===== config.mk =====
export PLATFORM = sky130hd
export DESIGN_NAME = date_validate_and_day_difference
export DESIGN_NICKNAME = d
export VERILOG_FILES = /design/src/rtl/dvdd_pkg.sv /design/src/rtl/dvdd_acc.sv /design/src/rtl/dvdd_seq.sv /design/src/rtl/date_validate_and_day_difference.sv
export VERILOG_INCLUDE_DIRS = /design/src /design/src/rtl
export SDC_FILE = /design/constraint.sdc
export NUM_CORES = 1
export LEC_CHECK = 0
export BUFFER_PORTS_ARGS = -buffer_cell sky130_fd_sc_hd__buf_2
export CAP_MARGIN = 20
export CORE_MARGIN = 4
export CORE_UTILIZATION = 50
export DETAILED_ROUTE_END_ITERATION = 6
export PLACE_DENSITY = 0.83
export SYNTH_ARGS = -nofsm -noshare
export SYNTH_HDL_FRONTEND = slang
export SYNTH_SLANG_ARGS = --single-unit

===== constraint.sdc =====
create_clock -name clk -period 5.3 [get_ports clk]
set_clock_uncertainty 0.15 [all_clocks]
set_input_delay 0 -clock clk [delete_from_list [all_inputs] [get_ports clk]]
set_output_delay 0 -clock clk [all_outputs]
set_load 0.1 [all_outputs]

===== src/rtl/date_validate_and_day_difference_macros.svh =====
// ----------------------------------------------------------------------------
// date validate and day difference: assertion macros
// concurrent checks sampled on clk, switched off while rst is high
// ----------------------------------------------------------------------------
`ifndef DATE_VALIDATE_AND_DAY_DIFFERENCE_MACROS_SVH
`define DATE_VALIDATE_AND_DAY_DIFFERENCE_MACROS_SVH

// same-cycle implication
`define DVDD_ASSERT_NOW(lbl, ante, cons, msg) \
  lbl: assert property (@(posedge clk) disable iff (rst) (ante) |-> (cons)) \
    else $error(msg);

// next-cycle implication
`define DVDD_ASSERT_NEXT(lbl, ante, cons, msg) \
  lbl: assert property (@(posedge clk) disable iff (rst) (ante) |=> (cons)) \
    else $error(msg);

`endif


===== src/rtl/dvdd_pkg.sv =====
// ----------------------------------------------------------------------------
// dvdd_pkg
// shared types, constants and the month length function
// ----------------------------------------------------------------------------
package dvdd_pkg;

  localparam logic [11:0] BASE_YEAR = 12'd1900;
  localparam int unsigned MAX_YEAR  = 4095;
  // 1900 mod 400
  localparam logic [8:0]  BASE_MOD400 = 9'd300;

  localparam int unsigned ACC_W = 21;
  localparam int unsigned OPD_W = 9;

  typedef struct packed {
    logic [5:0]  a_day;
    logic [3:0]  a_month;
    logic [11:0] a_year;
    logic [5:0]  b_day;
    logic [3:0]  b_month;
    logic [11:0] b_year;
  } item_t;

  typedef struct packed {
    logic signed [20:0] day_difference;
    logic [2:0]         a_fixups;
    logic [2:0]         b_fixups;
  } result_t;

  // control of the shared accumulator
  typedef struct packed {
    logic             clear;
    logic             en;
    logic             sub;
    logic [OPD_W-1:0] operand;
  } acc_ctrl_t;

  function automatic logic [4:0] days_in_month(input logic [3:0] m, input logic leap);
    logic [4:0] len;
    case (m)
      4'd2:                      len = leap ? 5'd29 : 5'd28;
      4'd4, 4'd6, 4'd9, 4'd11:   len = 5'd30;
      default:                   len = 5'd31;
    endcase
    return len;
  endfunction

endpackage


===== src/rtl/dvdd_acc.sv =====
// ----------------------------------------------------------------------------
// dvdd_acc
// shared add/subtract accumulator, one operand per cycle, wraps at 21 bits
// ----------------------------------------------------------------------------
module dvdd_acc (
  input  logic                             clk,
  input  logic                             rst,
  input  dvdd_pkg::acc_ctrl_t              ctrl,
  output logic [dvdd_pkg::ACC_W-1:0]       acc
);

  logic [dvdd_pkg::ACC_W-1:0] opd;
  logic [dvdd_pkg::ACC_W-1:0] acc_next;

  assign opd = {{(dvdd_pkg::ACC_W - dvdd_pkg::OPD_W){1'b0}}, ctrl.operand};

  always_comb begin
    acc_next = acc;
    if (ctrl.clear) begin
      acc_next = '0;
    end else if (ctrl.en) begin
      acc_next = ctrl.sub ? (acc - opd) : (acc + opd);
    end
  end

  always_ff @(posedge clk) begin
    if (rst) begin
      acc <= '0;
    end else begin
      acc <= acc_next;
    end
  end

endmodule


===== src/rtl/dvdd_seq.sv =====
// ----------------------------------------------------------------------------
// dvdd_seq
// sequencer: corrects each date, walks years then months, adds the day, drives the accumulator
// ----------------------------------------------------------------------------
`include "date_validate_and_day_difference_macros.svh"

module dvdd_seq (
  input  logic                      clk,
  input  logic                      rst,
  input  logic                      start,
  input  dvdd_pkg::item_t           item,
  input  logic                      out_free,
  input  logic [dvdd_pkg::ACC_W-1:0] acc,
  output dvdd_pkg::acc_ctrl_t       ctrl,
  output logic                      busy,
  output logic                      done,
  output dvdd_pkg::result_t         res
);

  localparam logic [2:0] S_IDLE  = 3'd0;
  localparam logic [2:0] S_FIX   = 3'd1;
  localparam logic [2:0] S_YEAR  = 3'd2;
  localparam logic [2:0] S_MONTH = 3'd3;
  localparam logic [2:0] S_DAY   = 3'd4;
  localparam logic [2:0] S_DONE  = 3'd5;

  logic [2:0]      state;
  dvdd_pkg::item_t held;
  logic            side;
  logic [11:0]     y;
  logic [3:0]      m;
  logic [5:0]      d;
  logic [11:0]     yc;
  logic [6:0]      c100;
  logic [8:0]      c400;
  logic [3:0]      mi;
  logic [1:0]      fix_lo;
  logic [2:0]      fix_a;
  logic [2:0]      fix_b;

  logic [5:0]  raw_d;
  logic [3:0]  raw_m;
  logic [11:0] raw_y;
  logic        leap;
  logic [4:0]  dim_m;
  logic [4:0]  dim_mi;
  logic        day_bad;

  assign raw_d = side ? held.b_day   : held.a_day;
  assign raw_m = side ? held.b_month : held.a_month;
  assign raw_y = side ? held.b_year  : held.a_year;

  // leap test from running year, mod 100 and mod 400 counters
  assign leap    = (yc[1:0] == 2'd0) && ((c100 != 7'd0) || (c400 == 9'd0));
  assign dim_m   = dvdd_pkg::days_in_month(m, leap);
  assign dim_mi  = dvdd_pkg::days_in_month(mi, leap);
  assign day_bad = (d == 6'd0) || (d > {1'b0, dim_m});

  assign busy = (state != S_IDLE);
  assign done = (state == S_DONE) && out_free;

  assign res.day_difference = acc;
  assign res.a_fixups       = fix_a;
  assign res.b_fixups       = fix_b;

  always_comb begin
    ctrl.clear   = start;
    ctrl.en      = 1'b0;
    ctrl.sub     = side;
    ctrl.operand = '0;
    unique case (state)
      S_YEAR: begin
        if (yc != y) begin
          ctrl.en      = 1'b1;
          ctrl.operand = 9'd365 + {8'd0, leap};
        end
      end
      S_MONTH: begin
        if (mi != m) begin
          ctrl.en      = 1'b1;
          ctrl.operand = {4'd0, dim_mi};
        end
      end
      S_DAY: begin
        ctrl.en      = 1'b1;
        ctrl.operand = day_bad ? 9'd1 : {3'd0, d};
      end
      default: begin
      end
    endcase
  end

  always_ff @(posedge clk) begin
    if (rst) begin
      state <= S_IDLE;
      side  <= 1'b0;
    end else begin
      unique case (state)
        S_IDLE: begin
          if (start) begin
            held  <= item;
            side  <= 1'b0;
            state <= S_FIX;
          end
        end
        S_FIX: begin
          d <= raw_d;
          if ((raw_m == 4'd0) || (raw_m > 4'd12)) begin
            m         <= 4'd1;
            fix_lo[0] <= 1'b1;
          end else begin
            m         <= raw_m;
            fix_lo[0] <= 1'b0;
          end
          if (raw_y < dvdd_pkg::BASE_YEAR) begin
            y         <= dvdd_pkg::BASE_YEAR;
            fix_lo[1] <= 1'b1;
          end else if ({1'b0, raw_y} > 13'(dvdd_pkg::MAX_YEAR)) begin
            y         <= 12'(dvdd_pkg::MAX_YEAR);
            fix_lo[1] <= 1'b1;
          end else begin
            y         <= raw_y;
            fix_lo[1] <= 1'b0;
          end
          yc    <= dvdd_pkg::BASE_YEAR;
          c100  <= 7'd0;
          c400  <= dvdd_pkg::BASE_MOD400;
          state <= S_YEAR;
        end
        S_YEAR: begin
          if (yc == y) begin
            mi    <= 4'd1;
            state <= S_MONTH;
          end else begin
            yc   <= yc + 12'd1;
            c100 <= (c100 == 7'd99)  ? 7'd0 : c100 + 7'd1;
            c400 <= (c400 == 9'd399) ? 9'd0 : c400 + 9'd1;
          end
        end
        S_MONTH: begin
          if (mi == m) begin
            state <= S_DAY;
          end else begin
            mi <= mi + 4'd1;
          end
        end
        S_DAY: begin
          if (side) begin
            fix_b <= {day_bad, fix_lo};
            state <= S_DONE;
          end else begin
            fix_a <= {day_bad, fix_lo};
            side  <= 1'b1;
            state <= S_FIX;
          end
        end
        S_DONE: begin
          if (out_free) begin
            state <= S_IDLE;
          end
        end
        default: begin
          state <= S_IDLE;
        end
      endcase
    end
  end

  `DVDD_ASSERT_NOW(a_start_idle, start, state == S_IDLE, "item taken while busy")
  `DVDD_ASSERT_NOW(a_year_bound, state == S_YEAR, yc <= y, "year walk passed target")
  `DVDD_ASSERT_NOW(a_month_bound, state == S_MONTH, (mi <= m) && (mi != 4'd0),
                   "month walk out of range")
  `DVDD_ASSERT_NOW(a_mod_ctr, state == S_YEAR, (c100 < 7'd100) && (c400 < 9'd400),
                   "leap counters out of range")
  `DVDD_ASSERT_NEXT(a_done_idle, done, state == S_IDLE, "no return to idle after result")

endmodule


===== src/rtl/date_validate_and_day_difference.sv =====
// ----------------------------------------------------------------------------
// date_validate_and_day_difference
// Two raw Gregorian dates come in on the item channel as one transfer. Each
// date has month, year and day corrected to defaults where out of range,
// then is turned into a day number counted from 1 Jan 1900. One result
// transfer returns A minus B (21-bit two's complement) and the fixup flags.
// Per date the sequencer corrects the fields, walks the years from 1900,
// then the months from January, and adds the day, first for A, then for B;
// the single accumulator adds one year length or one month length per cycle.
// item_stall stays high from acceptance until the sequencer is back in idle,
// so the next item is taken in the cycle in which result_valid rises at the
// earliest; one item is in work at a time.
// The result sits in an output register: a new item may be taken while the
// last result still waits. If result_stall holds, the finished item waits in
// its last step until the output register is free.
// rst is synchronous and returns the sequencer to idle and drops result_valid.
// ----------------------------------------------------------------------------
module date_validate_and_day_difference (
  input  logic              clk,
  input  logic              rst,
  input  logic              item_valid,
  output logic              item_stall,
  input  dvdd_pkg::item_t   item,
  output logic              result_valid,
  input  logic              result_stall,
  output dvdd_pkg::result_t result
);

  dvdd_pkg::acc_ctrl_t        ctrl;
  logic [dvdd_pkg::ACC_W-1:0] acc;
  logic                       busy;
  logic                       done;
  logic                       start;
  logic                       out_free;
  dvdd_pkg::result_t          res;

  assign item_stall = busy;
  assign start      = item_valid && !item_stall;
  assign out_free   = !result_valid || !result_stall;

  dvdd_seq u_seq (
    .clk      (clk),
    .rst      (rst),
    .start    (start),
    .item     (item),
    .out_free (out_free),
    .acc      (acc),
    .ctrl     (ctrl),
    .busy     (busy),
    .done     (done),
    .res      (res)
  );

  dvdd_acc u_acc (
    .clk  (clk),
    .rst  (rst),
    .ctrl (ctrl),
    .acc  (acc)
  );

  // output register
  always_ff @(posedge clk) begin
    if (rst) begin
      result_valid <= 1'b0;
    end else if (done) begin
      result_valid <= 1'b1;
    end else if (!result_stall) begin
      result_valid <= 1'b0;
    end
  end

  always_ff @(posedge clk) begin
    if (done) begin
      result <= res;
    end
  end

endmodule

==> impl_metrics.py, run 1 <==
metrics = {
    "finish": {
        "final_common_cell": "edfxtp_1",
        "regArea_um2": 4520,
        "antenna_cells": 0,
        "fin_util": 0.633,
        "final_layout_size_suffix_gt1_frac": 0.228,
        "fillers": 1120,
        "layout_common_cells": "edfxtp_1, buf_2, nand2_1",
        "area_growth_pct": 24.9,
        "finalNetCount": 921,
        "multi_input_area_um2": 3410,
        "fin_area_um2": 10000,
    },
    "clock_tree": {
        "numCtsBuffers": 17,
        "clk_pin_slew_worst_paths_ns": 0.07,
        "clk_latency_ns": 0.44,
        "htree_num_levels": 4,
        "cts_buffer_depth": 2,
        "clockRootBuffer": "clkbuf_16",
        "tritoncts": "built",
        "clock-sinks": 159,
    },
    "setup_path": {
        "crit_required_ns": 5.48,
        "cp.arrival_ns": 5.32,
        "critical_path.top_delay_family": "compound AO/OA/AOI/OAI gates",
        "crit_slowest_cell": "edfxtp_1",
        "cp_max_fo": 4,
        "path_buf_inv": 2,
        "cp_slowest_stage_delay_ns": 0.46,
        "cp-start-kind": "register",
        "crit_path_end_kind": "register",
        "crit_type": "register to register",
    },
    "status": {
        "status": "finished, final reports clean",
    },
    "drt": {
        "wl_per_cell_um": 16.6,
        "finalWirelength_um": 17700,
        "drc_errors": 0,
        "drt_iter0_markers": 461,
        "ant_nets": 0,
        "num_vias": 5855,
        "first_pass_iters": 6,
        "via_per_inst": 5.49,
    },
    "timing": {
        "finalCritPeriodShare": 0.970,
        "finalWorstSetupSlack_ns": 0.158,
        "worst_hold_slack_ns": 0.122,
        "final-setup-viol-count": 0,
        "setup_tns_ns": 0,
        "max_freq_ghz": 0.194,
        "slew_viol_final": 0,
        "tightest_slew_ns": 1.09,
        "finalHoldViolCount": 0,
        "min_period_ns": 5.14,
        "slew_headroom": 0.262,
    },
    "synthesis": {
        "synth_ff_type": "edfxtp_1",
        "synth_seq_cells": 159,
        "synth_edf_count": 133,
        "synthTopCellsByArea": "edfxtp_1, dfxtp_1, ha_1, xor2_1, nand2_1",
        "ys_types": 72,
        "syn-cell-area_um2": 8030,
        "synth_nets": 767,
        "avgSynthCellArea_um2": 11.7,
        "synth_top_area_share": 0.498,
        "ys_seq_area_frac": 0.563,
        "yosys.area.top_type": "edfxtp_1",
        "async_reset_ff_frac": 0,
        "yosys_warnings": 0,
        "syn_inst": 683,
    },
    "global_routing": {
        "antenna_found_initial": 0,
        "grt_pass1_vias": 5674,
        "grt_pass1_wl_um": 28500,
        "overflow": 0,
        "track_usage": 0.198,
        "grt_start_max_net_pins": 45,
    },
    "place": {
        "pre_cts_slack_ns": 0.0300,
        "globalplace.congestion": 0.935,
        "dpl-instance-area_um2": 8690,
        "portBuffers": 76,
        "place_hpwl_um": 10700,
    },
    "floorplan": {
        "die_h_um": 135,
        "die_area_um2": 18100,
        "die_w_um": 135,
        "start_util": 0.507,
        "core.rowCount": 46,
        "ios": 77,
        "core-area_um2": 15800,
    },
    "power_and_ir_drop": {
        "internal_power_w": 0.00301,
        "switching_share": 0.350,
        "ir_drop_mv": 0.285,
        "pwr-share-comb": 0.377,
        "p_seq_frac": 0.353,
        "p_sw_w": 0.00163,
        "clockPowerShare": 0.270,
        "power.density_nw_per_um2": 463,
        "p_leak_nw": 3.80,
    },
    "run": {
        "drv_cap": 0,
    },
    "worst_hold_path": {
        "min-delay-path-class": "input pin to register",
    },
}
worst paths after layout:
path | to | slack (ns) | start | cells past startpoint
setup / recovery | u_acc.acc[19] | 0.16 | u_seq.c100[2] | 26
hold / removal | u_seq.held[23] | 0.12 | item[23] | 2
setup reg to reg | u_acc.acc[19] | 0.16 | u_seq.c100[2] | 26
hold reg to reg | result[0] | 0.27 | u_seq.fix_b[0] | 0
Yosys cell counts (8+ instances only):
cell type,instances
o21ai_0,21
and3_1,20
inv_1,19
edfxtp_1,133
a21oi_1,43
nor2b_1,10
nand3_1,20
a31oi_1,8
xor2_1,28
ha_1,35
nand2_1,61
nor3_1,15
xnor2_1,23
clkbuf_1,9
mux2i_1,18
nor2_1,59
nand2b_1,10
dfxtp_1,26
power by group through the flow:
stage          clock, W  combinational (W)  sequential [W]
2_1_floorplan         0            0.00122         0.00163
3_3_place_gp          0            0.00150         0.00166
3_5_place_dp          0            0.00153         0.00166
4_1_cts         0.00126            0.00160         0.00163
5_1_grt         0.00133            0.00192         0.00165
6_report        0.00125            0.00175         0.00164
worst reg2reg max path, delay by kind of cell (launching register included):
family,cells,cell delay [ns]
fa+ha+maj,2,0.59
compound gates,16,2.54
flops,1,0.46
buf+inv,2,0.33
mux,1,0.15
simple gates,5,0.82
what timing repair did:
item	CTS	global route
cloned	0	0
buffers inserted	0	11
endpoints found under the hold margin	53	0
pin swaps	1	13
resized for setup	3	29
setup endpoints to repair	3	12
hold buffers	49	0
cell families after synthesis:
family / share of synthesized area
compound gates: 0.112
xor+xnor: 0.0557
fa+ha+maj: 0.0571
buf+inv: 0.0285
flops: 0.563
mux: 0.0323
simple gates: 0.152
through the flow:
| stage | cells | power, W |
|---|---|---|
| 6_report | 1066 | 0.00464 |
| 5_1_grt | 1066 | 0.00491 |
| 4_1_cts | 1053 | 0.00450 |
| 3_5_place_dp | 972 | 0.00319 |
| 3_3_place_gp | 972 | 0.00315 |
| 2_1_floorplan | 683 | 0.00286 |
flip-flops by register name, indices dropped and copies added, names as in the netlist:
register and count:
u_seq.fix_lo 2, u_seq.side 1, u_seq.mi 4, u_seq.yc 12, u_seq.y 12, u_seq.m 4
u_seq.held 44, u_acc.acc 21, u_seq.fix_b 3, u_seq.c400 9, u_seq.d 6, u_seq.c100 7
u_seq.fix_a 3, result 27, result_valid 1, u_seq.state 3
layer usage:
metal / global-route usage / wire length (um)
met5: 0 / 0
met4: 0.0566 / 239
met3: 0.0455 / 1030
met2: 0.322 / 8800
met1: 0.267 / 7640
layout make-up:
class / count / share of cell area
Sequential cell: 159 / 0.450
Multi-Input combinational cell: 482 / 0.340
Timing Repair Buffer: 156 / 0.113
Clock buffer: 18 / 0.0428
Tap cell: 216 / 0.0270
Clock inverter: 14 / 0.0177
Inverter: 21 / 0.00936
Note: power is estimated with default switching activity, not from simulation.
==> run 2: changes to the inputs <==
--- a/config.mk
+++ b/config.mk
@@ -14,4 +14,5 @@
 export PLACE_DENSITY = 0.83
 export SYNTH_ARGS = -nofsm -noshare
 export SYNTH_HDL_FRONTEND = slang
+export SYNTH_HIERARCHICAL = 1
 export SYNTH_SLANG_ARGS = --single-unit
==> run 2 against run 1 <==
Area after synthesis fell by 0.23%; first-iteration DRC count fell by 24%; worst setup slack got worse by 0.32 ns; the flow now finishes with violations (setup timing); highest routed layer unchanged; non-clock buffer count rose by 21; worst hold slack improved by 0.0025 ns; global-route usage rose by 0.16 points; synthesized cell count rose by 1.8%; largest power group is now sequential cells; total power fell by 21%.
==> impl_metrics.py, run 2 <==
metrics = {
    "timing": {
        "slew_headroom": 0.388,
        "finalWorstSetupSlack_ns": -0.162,
        "max_freq_ghz": 0.183,
        "rsz0062_at_grt": "true",
        "final-setup-viol-count": 5,
        "min_period_ns": 5.46,
        "finalCritPeriodShare": 1.03,
        "worst_hold_slack_ns": 0.124,
        "slew_viol_final": 0,
        "tightest_slew_ns": 0.913,
        "setup_tns_ns": -0.325,
        "finalHoldViolCount": 0,
    },
    "clock_tree": {
        "tritoncts": "built",
        "htree_num_levels": 4,
        "clock-sinks": 159,
        "clk_latency_ns": 0.43,
        "clk_pin_slew_worst_paths_ns": 0.07,
        "cts_buffer_depth": 2,
        "clockRootBuffer": "clkbuf_16",
        "numCtsBuffers": 17,
    },
    "synthesis": {
        "ys_types": 63,
        "synthTopCellsByArea": "edfxtp_1, dfxtp_1, ha_1, xnor2_1, nor2_1",
        "yosys.cell_count.top_type": "edfxtp_1",
        "synth_nets": 778,
        "ys_seq_area_frac": 0.564,
        "yosys_warnings": 6,
        "async_reset_ff_frac": 0,
        "avgSynthCellArea_um2": 11.5,
        "synth_seq_cells": 159,
        "syn_inst": 695,
        "syn-cell-area_um2": 8010,
        "yosys.area.top_type": "edfxtp_1",
        "synth_top_area_share": 0.499,
        "synth_edf_count": 133,
        "synth_ff_type": "edfxtp_1",
        "synth_top_cells_by_count": "edfxtp_1, nor2_1, nand2_1, xnor2_1, a21oi_1",
    },
    "power_and_ir_drop": {
        "power.total_w": 0.00367,
        "switching_share": 0.301,
        "power.density_nw_per_um2": 364,
        "internal_power_w": 0.00257,
        "p_leak_nw": 3.90,
        "ir_drop_mv": 0.224,
        "p_sw_w": 0.00111,
        "clockPowerShare": 0.325,
        "p_seq_frac": 0.411,
        "pwr-share-comb": 0.264,
    },
    "drt": {
        "ant_nets": 0,
        "first_pass_iters": 6,
        "drc_errors": 0,
        "routed-wl-met3_um": 1070,
        "num_vias": 5881,
        "routed.top_layer": "met4",
        "drt-met1-wl_um": 7410,
        "drt_iter0_markers": 352,
        "via_per_inst": 5.48,
        "dr_wl_met2_um": 8870,
        "finalWirelength_um": 17700,
        "wl_per_cell_um": 16.5,
    },
    "finish": {
        "largest_register_ffs": 44,
        "final_common_cell": "edfxtp_1",
        "layout_common_cells": "edfxtp_1, buf_2, nor2_1",
        "fin_area_um2": 10100,
        "final_layout_size_suffix_gt1_frac": 0.251,
        "finalNetCount": 933,
        "largest_register": "u_seq/held",
        "area_growth_pct": 26.1,
        "antenna_cells": 0,
        "reg_top3": "u_seq/held (44), result (27), u_acc/acc (21)",
    },
    "setup_path": {
        "r2r-start": "u_seq/c100[2]",
        "path_cells": "or3_1 -> or4b_4 -> o21ai_4 -> a21oi_2 -> o31a_1 -> ha_1 -> nand2_1 -> nand4_1 -> o21ai_2 -> nor2_2 -> a211o_1 -> inv_1 -> ha_2 -> nor2b_4 -> and3_4 -> ha_4 -> mux2i_1 -> ha_1 -> and3_4 -> and4_4 -> o21a_4 -> o211a_1 -> or3_1 -> a32o_1",
        "cp_slowest_stage_delay_ns": 0.50,
        "crit_type": "register to register",
        "r2r_slack_ns": -0.16,
        "cp_max_fo": 3,
        "r2r_cells": 24,
        "crit_required_ns": 5.46,
        "crit_slowest_cell": "or4b_4",
        "r2r-end": "u_acc/acc[13]",
        "cp.arrival_ns": 5.63,
        "cp-start-kind": "register",
        "crit_path_end_kind": "register",
    },
    "floorplan": {
        "die_w_um": 135,
        "core-area_um2": 15400,
        "die_h_um": 135,
        "start_util": 0.519,
        "core.rowCount": 45,
        "die_area_um2": 18100,
        "ios": 77,
    },
    "place": {
        "portBuffers": 76,
        "dpl-instance-area_um2": 8810,
        "globalplace.congestion": 0.875,
        "place_hpwl_um": 10900,
    },
    "global_routing": {
        "grt_pass1_wl_um": 28600,
        "grt_start_max_net_pins": 45,
        "track_usage": 0.199,
        "antenna_found_initial": 0,
        "grt_pass1_vias": 5784,
        "overflow": 0,
    },
    "status": {
        "violations": "setup timing",
        "status": "complete, but fails checks",
    },
    "run": {
        "drv_cap": 0,
    },
    "worst_hold_path": {
        "min-delay-start": "item[11]",
        "min-delay-path-class": "input pin to register",
        "min_path_cells": 2,
        "whs_endpoint": "u_seq/held[11]",
    },
}
==> run 2: cell count changes after synthesis, moves of 5 or more <==
cell | previous run | this run
buf_4 | 1 | 25
xnor2_1 | 23 | 40
xor2_1 | 28 | 16
and3_1 | 20 | 11
a21oi_1 | 43 | 35
o21ai_0 | 21 | 29
nor2_1 | 59 | 66
a21o_1 | 7 | 12
mux2i_1 | 18 | 23
==> run 2: worst max-delay path: cells and delay by family, from the launching register on <==
family                   cells  cell delay [ns]
AND/OR/NAND/NOR             10             2.13
multiplexers                 1             0.15
AO/OA/AOI/OAI                8             1.53
adder cells (fa/ha/maj)      4             0.91
flip-flops                   1             0.38
buffers and inverters        1             0.08
==> run 2: cell families (layout without fill, tap and decap cells) <==
group,Yosys count,in the layout,share of synthesized area
other,1,1,0.000468
buffers and inverters,65,233,0.0431
multiplexers,30,30,0.0386
adder cells (fa/ha/maj),35,35,0.0556
AO/OA/AOI/OAI,126,126,0.103
flip-flops,159,159,0.564
XOR/XNOR,56,56,0.0613
AND/OR/NAND/NOR,223,223,0.134
==> run 2: cell type report <==
cell class / count / area, um^2
repair buffers: 177 / 1280
clock buffers: 18 / 429
multi-input cells: 471 / 3370
inverters: 24 / 90.1
flip-flops and latches: 159 / 4520
well taps: 211 / 264
fillers: 1094 / 5340
clock inverters: 14 / 148
==> run 2: metrics by stage <==
stage	setup WS (ns)	std cells	util
2_1_floorplan	-0.142	695	-
4_1_cts	-0.0948	1071	0.646
3_5_place_dp	-0.187	987	0.571
6_report	-0.162	1074	0.654
3_3_place_gp	-0.0509	987	0.571
5_1_grt	-0.386	1074	0.654
==> run 2: metal layers <==
metal	GRT usage	up-vias
met3	0.0514	37
li1	-	2841
met1	0.245	2771
met2	0.339	232
met5	0	-
met4	0.0752	0
==> run 2: power groups by stage <==
stage                     clock network [W]  logic [W]  registers, W
after floorplan                           0   0.000614       0.00152
after global placement                    0   0.000829       0.00153
after detailed placement                  0   0.000844       0.00153
after CTS                           0.00121   0.000907       0.00151
after global routing                0.00127    0.00106       0.00152
final                               0.00119   0.000970       0.00151
==> run 2: how the worst max path moves through the flow <==
| stage | start | endpoint | slack, ns | depth (start not counted) |
|---|---|---|---|---|
| 2_1_floorplan | u_seq/c100[3] | u_acc/acc[13] | -0.14 | 23 |
| 3_3_place_gp | u_seq/c100[4] | u_acc/acc[13] | -0.05 | 24 |
| 3_5_place_dp | u_seq/c100[4] | u_acc/acc[13] | -0.19 | 24 |
| 4_1_cts | u_seq/c100[2] | u_acc/acc[13] | -0.09 | 24 |
| 5_1_grt | u_seq/c100[2] | u_acc/acc[17] | -0.39 | 25 |
| 6_report | u_seq/c100[2] | u_acc/acc[13] | -0.16 | 24 |
==> run 2: timing repair <==
item | in CTS | in global routing
endpoints found under the setup margin | 10 | 13
setup buffers | 4 | 3
gates cloned | 0 | 0
pin swaps | 11 | 9
resized for setup | 19 | 26
hold buffers | 48 | 0
hold endpoints to repair | 50 | 0
==> run 3: changes to the inputs <==
--- a/config.mk
+++ b/config.mk
@@ -9,9 +9,9 @@
 export BUFFER_PORTS_ARGS = -buffer_cell sky130_fd_sc_hd__buf_2
 export CAP_MARGIN = 20
 export CORE_MARGIN = 4
-export CORE_UTILIZATION = 50
+export CORE_UTILIZATION = 45
 export DETAILED_ROUTE_END_ITERATION = 6
-export PLACE_DENSITY = 0.83
+export PLACE_DENSITY = 0.77
 export SYNTH_ARGS = -nofsm -noshare
 export SYNTH_HDL_FRONTEND = slang
 export SYNTH_HIERARCHICAL = 1
==> run 3 against run 2 <==
The flow still finishes with violations (setup timing); sequential power barely moved; largest cell class unchanged; via count is 1.2% lower; cell area increased by 1.7%; highest routed layer unchanged.
==> impl_metrics.py, run 3 (synthesis gave the netlist of run 2 again) <==
metrics = {
    "place": {
        "dpl-instance-area_um2": 8860,
        "portBuffers": 76,
        "place_hpwl_um": 10900,
        "globalplace.congestion": 0.904,
    },
    "setup_path": {
        "cp_slowest_stage_delay_ns": 0.50,
        "cp.arrival_ns": 5.74,
        "cp_max_fo": 4,
        "cp-start-kind": "register",
        "path_buf_inv": 2,
        "crit_slowest_cell": "or4b_4",
        "crit_type": "register to register",
        "crit_required_ns": 5.47,
        "critical_path.top_delay_family": "simple AND/OR/NAND/NOR gates",
        "crit_path_end_kind": "register",
    },
    "clock_tree": {
        "tritoncts": "built",
        "htree_num_levels": 4,
        "numCtsBuffers": 17,
        "cts_buffer_depth": 2,
        "clk_latency_ns": 0.44,
        "clock-sinks": 159,
        "clk_pin_slew_worst_paths_ns": 0.07,
        "clockRootBuffer": "clkbuf_16",
    },
    "finish": {
        "final_layout_size_suffix_gt1_frac": 0.276,
        "antenna_cells": 0,
        "largest_register": "u_seq/held",
        "fillers": 1327,
        "final_common_cell": "edfxtp_1",
        "layout_common_cells": "edfxtp_1, buf_2, nor2_1",
        "fin_util": 0.591,
        "finalNetCount": 942,
        "reg_top3": "u_seq/held (44), result (27), u_acc/acc (21)",
        "fin_area_um2": 10300,
        "largest_register_ffs": 44,
        "area_growth_pct": 28.2,
    },
    "timing": {
        "max_freq_ghz": 0.180,
        "min_period_ns": 5.57,
        "final-setup-viol-count": 9,
        "slew_viol_final": 0,
        "worst_hold_slack_ns": 0.119,
        "slew_headroom": 0.319,
        "finalWorstSetupSlack_ns": -0.267,
        "setup_tns_ns": -1.03,
        "tightest_slew_ns": 1.02,
        "finalCritPeriodShare": 1.05,
        "finalHoldViolCount": 0,
        "rsz0062_at_grt": "true",
    },
    "drt": {
        "drt_iter0_markers": 499,
        "via_per_inst": 5.30,
        "num_vias": 5810,
        "drc_errors": 0,
        "ant_nets": 0,
        "wl_per_cell_um": 15.9,
        "finalWirelength_um": 17500,
        "first_pass_iters": 5,
    },
    "power_and_ir_drop": {
        "p_leak_nw": 3.95,
        "p_sw_w": 0.00113,
        "power.density_nw_per_um2": 358,
        "internal_power_w": 0.00255,
        "clockPowerShare": 0.315,
        "p_seq_frac": 0.410,
        "ir_drop_mv": 0.272,
        "pwr-share-comb": 0.276,
        "switching_share": 0.308,
    },
    "global_routing": {
        "grt_start_max_net_pins": 45,
        "overflow": 0,
        "antenna_found_initial": 0,
        "track_usage": 0.176,
        "grt_pass1_wl_um": 28000,
        "grt_pass1_vias": 5758,
    },
    "floorplan": {
        "core.rowCount": 48,
        "die_w_um": 141,
        "core-area_um2": 17400,
        "ios": 77,
        "die_h_um": 141,
        "die_area_um2": 20000,
        "start_util": 0.461,
    },
    "status": {
        "violations": "setup timing",
        "status": "complete, but fails checks",
    },
    "run": {
        "drv_cap": 0,
    },
    "worst_hold_path": {
        "min-delay-path-class": "input pin to register",
    },
}
run 3: power by group through the flow:
stage / registers (W) / logic [W] / clock network, W
floorplan: 0.00152 / 0.000614 / 0
global placement: 0.00153 / 0.000835 / 0
detailed placement: 0.00153 / 0.000853 / 0
CTS: 0.00151 / 0.000932 / 0.00117
global route: 0.00152 / 0.00111 / 0.00123
finish: 0.00151 / 0.00101 / 0.00116
run 3: stage by stage:
| step | total power [W] | instances | worst slack (ns) |
|---|---|---|---|
| floorplan | 0.00213 | 695 | -0.142 |
| global placement | 0.00236 | 1006 | -0.106 |
| detailed placement | 0.00238 | 1006 | -0.273 |
| CTS | 0.00361 | 1096 | -0.188 |
| global route | 0.00386 | 1096 | -0.444 |
| finish | 0.00368 | 1096 | -0.267 |
run 3: layout make-up:
type / instances / area [um^2] / area share
clock inverter: 13 / 126 / 0.0123
tap: 225 / 282 / 0.0274
clock buffer: 18 / 429 / 0.0418
inverter: 24 / 90.1 / 0.00878
sequential: 159 / 4520 / 0.440
multi-input combinational: 471 / 3490 / 0.340
timing repair buffer: 186 / 1340 / 0.130
run 3: path summary, 6_finish.rpt:
check | from | to | depth (start not counted) | slack, ns
worst max-delay path | u_seq/c100[3] | u_acc/acc[13] | 25 | -0.27
worst min-delay path | item[33] | u_seq/held[33] | 2 | 0.12
worst max register to register | u_seq/c100[3] | u_acc/acc[13] | 25 | -0.27
worst min register to register | u_seq/fix_a[1] | result[4] | 0 | 0.27
run 3: repair_timing:
action / CTS / global route
setup buffers: 13 / 4
hold buffers: 48 / 0
resized for setup: 25 / 44
endpoints found under the setup margin: 10 / 15
hold endpoints to repair: 50 / 0
pin swaps: 24 / 26
run 3: metal layers:
layer,vias to the layer above,global-route usage,wire length (um)
met4,0,0.0697,421
met5,-,0,0
met3,31,0.0381,839
met2,174,0.317,9230
met1,2762,0.205,6980
li1,2843,-,-
